File: src/hw/rtl/ges_pkg.sv
// ----------------------------------------------------------------------------
// ges_pkg
// Shared constants, register indexes, state codes and the command and status
// structs that join the solver controller and datapath.
// ----------------------------------------------------------------------------
package ges_pkg;

    localparam int MAX_N       = 16;
    localparam int FRAC_BITS   = 16;
    localparam int WORD_W      = 32;
    localparam int STORE_DEPTH = MAX_N * (MAX_N + 1);
    localparam int ADDR_W      = $clog2(STORE_DEPTH);
    localparam int LC_W        = $clog2(STORE_DEPTH + 1);
    localparam int ROW_W       = $clog2(MAX_N + 1);
    localparam int IDX_W       = $clog2(MAX_N);
    localparam int SIDX_W      = 4;
    localparam int SIZE_W      = 5;
    localparam int THR_W       = 16;
    localparam int CFG_W       = 16;
    localparam int CFG_IDX_W   = 1;
    localparam int DIV_W       = WORD_W + FRAC_BITS;
    localparam int DIVC_W      = $clog2(DIV_W + 1);
    localparam int S_DATA_W    = 32;
    localparam int M_DATA_W    = 40;

    localparam logic [SIZE_W-1:0] SIZE_RST = SIZE_W'(2);
    localparam logic [THR_W-1:0]  THR_RST  = THR_W'(1);

    typedef enum logic [CFG_IDX_W-1:0] {
        CFG_MATRIX_SIZE,
        CFG_PIVOT_THRESHOLD
    } ges_cfg_idx_t;

    typedef enum logic [4:0] {
        S_LOAD,
        S_F_PIV_RD,
        S_F_PIV_CHK,
        S_F_FAC_RD,
        S_F_FAC_DIV,
        S_F_FAC_WAIT,
        S_F_MUL_RD,
        S_F_MUL,
        S_F_SUB,
        S_B_RHS_RD,
        S_B_RHS,
        S_B_TRM_RD,
        S_B_TRM_MUL,
        S_B_TRM_SUB,
        S_B_DIAG_RD,
        S_B_DIV,
        S_B_WAIT,
        S_OUT
    } ges_state_t;

    typedef struct packed {
        logic             load_en;
        logic             rd_en;
        logic             wr_en;
        logic [ROW_W-1:0] row;
        logic [ROW_W-1:0] col;
        logic             piv_cap;
        logic             div_start;
        logic             div_back;
        logic             f_cap;
        logic             mul_en;
        logic             mul_back;
        logic             acc_init;
        logic             acc_sub;
        logic             sol_wr;
        logic             out_load;
        logic             out_null;
    } ges_cmd_t;

    typedef struct packed {
        logic             load_done;
        logic             piv_null;
        logic             div_done;
        logic             out_last;
        logic [ROW_W-1:0] n_act;
    } ges_sts_t;

endpackage

File: src/hw/rtl/ges_ctrl.sv
// ----------------------------------------------------------------------------
// ges_ctrl
// Sequencer for loading, forward elimination, back substitution and result
// hand-off. Holds the loop counters k, i and j.
// ----------------------------------------------------------------------------
module ges_ctrl (
    input  logic              aclk,
    input  logic              aresetn,
    input  logic              s_tvalid,
    output logic              s_tready,
    output logic              m_tvalid,
    input  logic              m_tready,
    input  ges_pkg::ges_sts_t sts,
    output ges_pkg::ges_cmd_t cmd
);

    localparam int RW = ges_pkg::ROW_W;

    ges_pkg::ges_state_t state_reg, state_next;
    logic [RW-1:0] k_reg, k_next, i_reg, i_next, j_reg, j_next;
    logic [RW-1:0] n;

    always_ff @(posedge aclk) begin
        if (!aresetn) begin
            state_reg <= ges_pkg::S_LOAD;
            k_reg     <= '0;
            i_reg     <= '0;
            j_reg     <= '0;
        end else begin
            state_reg <= state_next;
            k_reg     <= k_next;
            i_reg     <= i_next;
            j_reg     <= j_next;
        end
    end

    always_comb begin
        n          = sts.n_act;
        state_next = state_reg;
        k_next     = k_reg;
        i_next     = i_reg;
        j_next     = j_reg;
        cmd        = '0;
        cmd.row    = i_reg;
        cmd.col    = j_reg;
        s_tready   = 1'b0;
        m_tvalid   = 1'b0;

        case (state_reg)
            ges_pkg::S_LOAD: begin
                s_tready    = 1'b1;
                cmd.load_en = s_tvalid;
                if (s_tvalid && sts.load_done) begin
                    k_next     = '0;
                    state_next = ges_pkg::S_F_PIV_RD;
                end
            end
            ges_pkg::S_F_PIV_RD: begin
                cmd.rd_en  = 1'b1;
                cmd.row    = k_reg;
                cmd.col    = k_reg;
                state_next = ges_pkg::S_F_PIV_CHK;
            end
            ges_pkg::S_F_PIV_CHK: begin
                cmd.piv_cap = 1'b1;
                if (sts.piv_null) begin
                    cmd.out_load = 1'b1;
                    cmd.out_null = 1'b1;
                    state_next   = ges_pkg::S_OUT;
                end else if (k_reg + RW'(1) < n) begin
                    i_next     = k_reg + RW'(1);
                    state_next = ges_pkg::S_F_FAC_RD;
                end else begin
                    i_next     = n - RW'(1);
                    state_next = ges_pkg::S_B_RHS_RD;
                end
            end
            ges_pkg::S_F_FAC_RD: begin
                cmd.rd_en  = 1'b1;
                cmd.col    = k_reg;
                state_next = ges_pkg::S_F_FAC_DIV;
            end
            ges_pkg::S_F_FAC_DIV: begin
                cmd.div_start = 1'b1;
                state_next    = ges_pkg::S_F_FAC_WAIT;
            end
            ges_pkg::S_F_FAC_WAIT: begin
                if (sts.div_done) begin
                    cmd.f_cap  = 1'b1;
                    j_next     = k_reg;
                    state_next = ges_pkg::S_F_MUL_RD;
                end
            end
            ges_pkg::S_F_MUL_RD: begin
                cmd.rd_en  = 1'b1;
                cmd.row    = k_reg;
                state_next = ges_pkg::S_F_MUL;
            end
            ges_pkg::S_F_MUL: begin
                cmd.mul_en = 1'b1;
                cmd.rd_en  = 1'b1;
                state_next = ges_pkg::S_F_SUB;
            end
            ges_pkg::S_F_SUB: begin
                cmd.wr_en = 1'b1;
                if (j_reg < n) begin
                    j_next     = j_reg + RW'(1);
                    state_next = ges_pkg::S_F_MUL_RD;
                end else if (i_reg + RW'(1) < n) begin
                    i_next     = i_reg + RW'(1);
                    state_next = ges_pkg::S_F_FAC_RD;
                end else begin
                    k_next     = k_reg + RW'(1);
                    state_next = ges_pkg::S_F_PIV_RD;
                end
            end
            ges_pkg::S_B_RHS_RD: begin
                cmd.rd_en  = 1'b1;
                cmd.col    = n;
                state_next = ges_pkg::S_B_RHS;
            end
            ges_pkg::S_B_RHS: begin
                cmd.acc_init = 1'b1;
                if (i_reg + RW'(1) < n) begin
                    j_next     = i_reg + RW'(1);
                    state_next = ges_pkg::S_B_TRM_RD;
                end else begin
                    state_next = ges_pkg::S_B_DIAG_RD;
                end
            end
            ges_pkg::S_B_TRM_RD: begin
                cmd.rd_en  = 1'b1;
                state_next = ges_pkg::S_B_TRM_MUL;
            end
            ges_pkg::S_B_TRM_MUL: begin
                cmd.mul_en   = 1'b1;
                cmd.mul_back = 1'b1;
                state_next   = ges_pkg::S_B_TRM_SUB;
            end
            ges_pkg::S_B_TRM_SUB: begin
                cmd.acc_sub = 1'b1;
                if (j_reg + RW'(1) < n) begin
                    j_next     = j_reg + RW'(1);
                    state_next = ges_pkg::S_B_TRM_RD;
                end else begin
                    state_next = ges_pkg::S_B_DIAG_RD;
                end
            end
            ges_pkg::S_B_DIAG_RD: begin
                cmd.rd_en  = 1'b1;
                cmd.col    = i_reg;
                state_next = ges_pkg::S_B_DIV;
            end
            ges_pkg::S_B_DIV: begin
                cmd.div_start = 1'b1;
                cmd.div_back  = 1'b1;
                state_next    = ges_pkg::S_B_WAIT;
            end
            ges_pkg::S_B_WAIT: begin
                if (sts.div_done) begin
                    cmd.sol_wr   = 1'b1;
                    cmd.out_load = 1'b1;
                    state_next   = ges_pkg::S_OUT;
                end
            end
            ges_pkg::S_OUT: begin
                m_tvalid = 1'b1;
                if (m_tready) begin
                    if (sts.out_last) begin
                        state_next = ges_pkg::S_LOAD;
                    end else begin
                        i_next     = i_reg - RW'(1);
                        state_next = ges_pkg::S_B_RHS_RD;
                    end
                end
            end
            default: begin
                state_next = ges_pkg::S_LOAD;
            end
        endcase
    end

    a_no_overlap: assert property (@(posedge aclk) disable iff (!aresetn)
        !(s_tready && m_tvalid))
        else $error("input and result channels open together");

    a_port_conflict: assert property (@(posedge aclk) disable iff (!aresetn)
        !(cmd.rd_en && (cmd.wr_en || cmd.load_en)))
        else $error("store read clashes with a write");

    a_out_hold: assert property (@(posedge aclk) disable iff (!aresetn)
        (m_tvalid && !m_tready) |=> (m_tvalid && $stable(i_reg)))
        else $error("stalled result dropped");

    a_div_wait: assert property (@(posedge aclk) disable iff (!aresetn)
        cmd.div_start |=> !sts.div_done)
        else $error("divider done too early");

endmodule

File: config.mk
export PLATFORM = sky130hd
export DESIGN_NAME = ges_ctrl
export DESIGN_NICKNAME = d
export VERILOG_FILES = /design/src/hw/rtl/ges_pkg.sv /design/src/hw/rtl/ges_ctrl.sv
export SDC_FILE = /design/constraint.sdc
export NUM_CORES = 1
export LEC_CHECK = 0
export BUFFER_PORTS_ARGS = -buffer_cell sky130_fd_sc_hd__buf_2
export CELL_PAD_IN_SITES_DETAIL_PLACEMENT = 1
export CELL_PAD_IN_SITES_GLOBAL_PLACEMENT = 1
export CORE_MARGIN = 2
export CORE_UTILIZATION = 33
export DETAILED_ROUTE_END_ITERATION = 10
export PLACE_DENSITY = 0.76
export REMOVE_ABC_BUFFERS = 1
export SLEW_MARGIN = 10
export SYNTH_ARGS = -nofsm -noshare
export SYNTH_HDL_FRONTEND = slang
export SYNTH_SLANG_ARGS = --single-unit
File: constraint.sdc
create_clock -name aclk -period 2.4 [get_ports aclk]
set_clock_uncertainty 0.15 [all_clocks]
set_input_delay 0.6 -clock aclk [delete_from_list [all_inputs] [get_ports aclk]]
set_output_delay 0.6 -clock aclk [all_outputs]
set_load 0.005 [all_outputs]
After elaboration in Yosys (flattened, before gate mapping)
Cells that the tools add are included.
{"block": "word_totals", "ramBits": 0, "latchBits": 0, "wordCells": 104, "n_memories": 0, "ff_bits": 20, "rom_bits": 0, "inputBits": 13}
{"block": "classes", "eq_ne": 29, "div_mod_pow": 0, "magnitude_cmp": 4, "n_addsub": 5, "bitwise_logic": 0, "mul": 0, "n_shift": 0, "muxes": 48, "n_reduce_logical": 14}
{"cell": "2-to-1 mux 5 bit", "count": 18}
{"cell": "one-hot mux 5 bit (18 select lines)", "count": 1}
{"cell": "== test 5 x 4 -> 1 bit, second input constant", "count": 8}
{"cell": "one-hot mux 5 bit (3 select lines)", "count": 2}
{"cell": "inequality test 2 bit, second input constant", "count": 12}
{"cell": "== test 5 x 3 -> 1 bit, second input constant", "count": 4}
{"cell": "< comparator 5 bit", "count": 4}
{"cell": "one-hot mux 5 bit (4 select lines)", "count": 1}
{"cell": "2-to-1 mux 1 bit", "count": 16}
{"cell": "adder 5 x 1 -> 5 bit, second input constant", "count": 3}
{"cell": "== test 5 x 2 -> 1 bit, second input constant", "count": 2}
{"cell": "== test 5 bit, second input constant", "count": 2}
{"cell": "one-hot mux 5 bit (2 select lines)", "count": 1}
{"cell": "subtractor 5 x 1 -> 5 bit, second input constant", "count": 2}
{"cell": "2-to-1 mux 3 bit", "count": 3}
{"cell": "2-to-1 mux 4 bit", "count": 2}
{"cell": "AND reduction 4 bit", "count": 2}
{"cell": "OR reduction 2 bit", "count": 4}
{"cell": "OR reduction 7 bit", "count": 1}
{"cell": "2-to-1 mux 2 bit", "count": 3}
{"cell": "AND reduction 6 bit", "count": 1}
{"cell": "== test 5 x 1 -> 1 bit, second input constant", "count": 1}
{"cell": "logical NOT 5 bit", "count": 1}
{"cell": "AND reduction 5 bit", "count": 1}
{"cell": "other kinds (5)", "count": 5}

Logic depth before layout (Yosys ltp)
{"block": "depth", "word_depth": 5, "depth_mapped": 11}

Worst setup path after synthesis
Ideal clock, no wire load.
{"block": "synth_timing", "path_kind": "reg2reg", "start": "reg j_reg[0]", "end": "reg j_reg[0]", "period_less_slack_ps": 2563, "n_path_buf": 0, "setup_time_ps": 122, "slack_ps": -163, "stages_incl_launch_ff": 10, "arrival_ps": 2292, "path_cell_list": "dfxtp_1 -> ha_1 -> xor2_1 -> ha_1 -> a21o_1 -> a21o_1 -> a211o_1 -> a21oi_4 -> nand2_4 -> o311a_1"}
{"block": "synth_via", "elab_chain_cells": 4, "word_cells_on_any_way": 9, "classes_between": "add/sub: 1; order compare: 2; eq/ne: 2; mux: 3; reduce/logical: 1"}
{"element": "from (decl)", "line": "ges_ctrl.sv:20", "source": "logic [RW-1:0] k_reg, k_next, i_reg, i_next, j_reg, j_next;"}
{"element": "from (signal assigned)", "line": "ges_ctrl.sv:33", "source": "j_reg <= j_next;"}
{"element": "adder 5 x 1 -> 5 bit", "line": "ges_ctrl.sv:107, ges_ctrl.sv:142, ges_ctrl.sv:143"}
{"element": "< comparator 5 bit", "line": "ges_ctrl.sv:142", "source": "if (j_reg + RW'(1) < n) begin"}
{"element": "inequality test 2 bit (no line)"}
{"element": "AND reduction 5 bit (no line)"}
Several ways; a longest one is shown, not always the timed one. The select of a mux whose other input is x is not followed.
A chain may end at the register's enable or synchronous reset.

Final worst setup path
Same ends and word-level chain as after synthesis.

==> results.md <==
- DRT iter0 DRCs: ~190
- Worst hold path depth: 3
- Core footprint: ~7300 um2
- Die area: between 8000 and 9000 um2
- CTS Buf Count: 3
- First-pass GRT wire length: around 18,000 um
- Root buf cell: clkbuf_8
- Crit path launch type: flip-flop
- #FFs+latches synth: 20
- Crit Path Max Fanout: 3
- Max-slew violations: 0
- CTS H-Tree Depth: 1
- Max-Cap Viols: 0
- Syn. warnings: 0
- RSZ-0062 raised after global routing: yes
- DR pass1 iterations: 5
- WL final: 13,570 um
- Failing checks: setup timing
- Distinct cells, synth: between 70 and 80
- Via count: about 3.3k
- CTS sink count: 20
- Vias in the first global route: between 3k and 4k
- WP data arrival: roughly 2.7 ns
- Initial antenna violation count: 0
- Post-synth top area share: between 10% and 20%
- Vias per cell: 6.036
- Final Hold Viols: 0
- Sequential-to-total area share from yosys stat: between 10% and 20%
- Highest clock rate: roughly 370 MHz
- Synth Flop Type: dfxtp_1
- Synth Instances: 336
- Largest area contributor in the netlist: dfxtp_1
- Initial Utilization: 34.53%
- CTS Buffer Depth: 2
- EDFF count, synth: 0
- # setup viols final: 28
- Fin nets: 488
- WS Path Type: reg2reg
- Post-route cell area: around 4100 um2
- Static leakage: between 1.5 and 2 nW
- Outcome: finished, violations left
- Final hold slack: a little over 0.5 ns
- DR WL/cell: about 25 um
- Syn Area/Cell: roughly 7.5 um2
- I/O pins: 39
- Slew at the pin closest to its max-slew limit: 0.4841 ns
- Clock latency at the later pin of the worst-skew pair: approximately 0.28 ns
- Worst min path class: in2reg
- Max VDD drop: around 190 uV
- Area after DPL: 3312 um2
- CTS tree: yes
- Reg clk slew, reported paths: approximately 0.10 ns
- Syn-to-layout area delta: 61.15%
- Required time of the critical path: 2.42 ns
- Rel. slew slack: between 60% and 70%
- Placement Rows: 31
- Port buffer count: 38
- Largest net degree at the start of global routing: 32
- GRT Residual Overflow: 0
- Syn Std Cell Area: around 2500 um2
- Hpwl dp: about 8000 um
- Async set-reset flop share out of synthesis: 0%
- Drt drc: 0
- Die height: roughly 92 um
- Most common cell in the netlist: nand2_1
- Cts hold-fix bufs: 0
- Die width: 91.58 um
- CP endpoint kind: flip-flop
- R2R depth: 11
- N_diodes: 0
- Top cells by area, synth: dfxtp_1 16%, ha_1 10%, a21oi_1 5.7%
- Synth top cells by count: 32 x nand2_1, 30 x nor2_1, 29 x a21oi_1
- PD cells: around 330 nW/um2
- Post-route setup slack: -0.3044 ns
- Final min period: 2.704 ns
- GP Congestion: between 0.9 and 1
- Layout cell share with drive strength beyond 1: a little over half
- Period Utilization, post-route: 112.7%
- ANT nets after route: 0
- Total Routing Usage GR: around 28%
## timing repair
action / 4_1_cts / 5_1_grt
resized for setup: 74 / 44
setup endpoints to repair: 36 / 35
endpoints found under the hold margin: 0 / 0
buffers inserted: 10 / 9
pin swaps: 44 / 35
gates cloned: 0 / 1
## path summary, 6_finish.rpt
| kind | slack (ns) | from | to |
|---|---|---|---|
| min | 0.51 | sts[5] | state_reg[3] |
| min reg2reg | 0.51 | k_reg[1] | k_reg[1] |
| max reg2reg | -0.30 | j_reg[0] | j_reg[0] |
| max | -0.30 | j_reg[0] | j_reg[0] |
## cell type report
type                    instances  area [um2]
fillers                       872        3252
multi-input cells             276        2411
repair buffers                129       965.9
flip-flops and latches         20       425.4
well taps                      99       123.9
inverters                      24       97.59
clock buffers                   4       55.05
## logic make-up (layout without fill, tap and decap cells)
kind of cell             count (synthesis)  after routing  share of synthesized area, %
AND/OR/NAND/NOR                        125            125                         26.45
AO/OA/AOI/OAI                          105            105                         30.75
buffers and inverters                   40            157                         7.167
adder cells (fa/ha/maj)                 21             21                         10.38
flip-flops                              20             20                         15.82
XOR/XNOR                                15             15                         5.190
multiplexers                            10             10                         4.251
## worst max-delay path: stages (launching register included)
cell and delay, ns:
dfxtp_4 0.37, ha_4 0.17, buf_6 0.11, nand3_4 0.06, xnor2_2 0.25, ha_1 0.32, nand4_1 0.13, a21oi_2 0.06
a211o_4 0.30, a21oi_4 0.23, nand2_4 0.09, o311a_1 0.35
## routing by layer
metal	up-vias	global-route usage [%]	wire length, um
li1	1467	-	-
met4	0	10.73	832
met1	1632	33.33	5268
met2	168	52.02	6762
met3	65	2.905	704
met5	-	0	0
## stage by stage
stage	instances	TNS (ns)	util [%]	worst slack, ns	power, mW
detailed placement	529	-5.042	45.18	-0.3847	0.8765
floorplan	320	-1.442	-	-0.1723	0.6492
finish	552	-4.832	55.64	-0.3044	1.354
CTS	543	-1.857	51.63	-0.1293	1.234
global route	552	-6.864	55.64	-0.3495	1.406
global placement	529	-3.575	45.18	-0.2705	0.8601
## where the power goes
group,switching (mW),internal (mW)
Combinational,0.372,0.307
Sequential,0.0295,0.346
Clock,0.152,0.147
Total,0.553,0.801
## cells in the final DEF (no fill, tap or decap), types with 4 or more instances in the layout
cell type	n
dfxtp_1	8
ha_4	8
a21oi_1	22
a21o_1	7
buf_2	38
nor2_1	25
buf_4	77
and2_1	6
nand2_1	28
or3_1	4
clkbuf_8	4
mux2_2	5
nand3_1	5
xnor2_1	5
nor3_1	5
nor3_2	4
buf_6	10
o211ai_1	4
o21ai_0	9
nand2_2	5
ha_1	12
inv_2	7
inv_1	15
dfxtp_4	4
a21oi_2	6
nand3b_1	4
a22o_1	5
dfxtp_2	8
(Power assumes the default switching activity.)
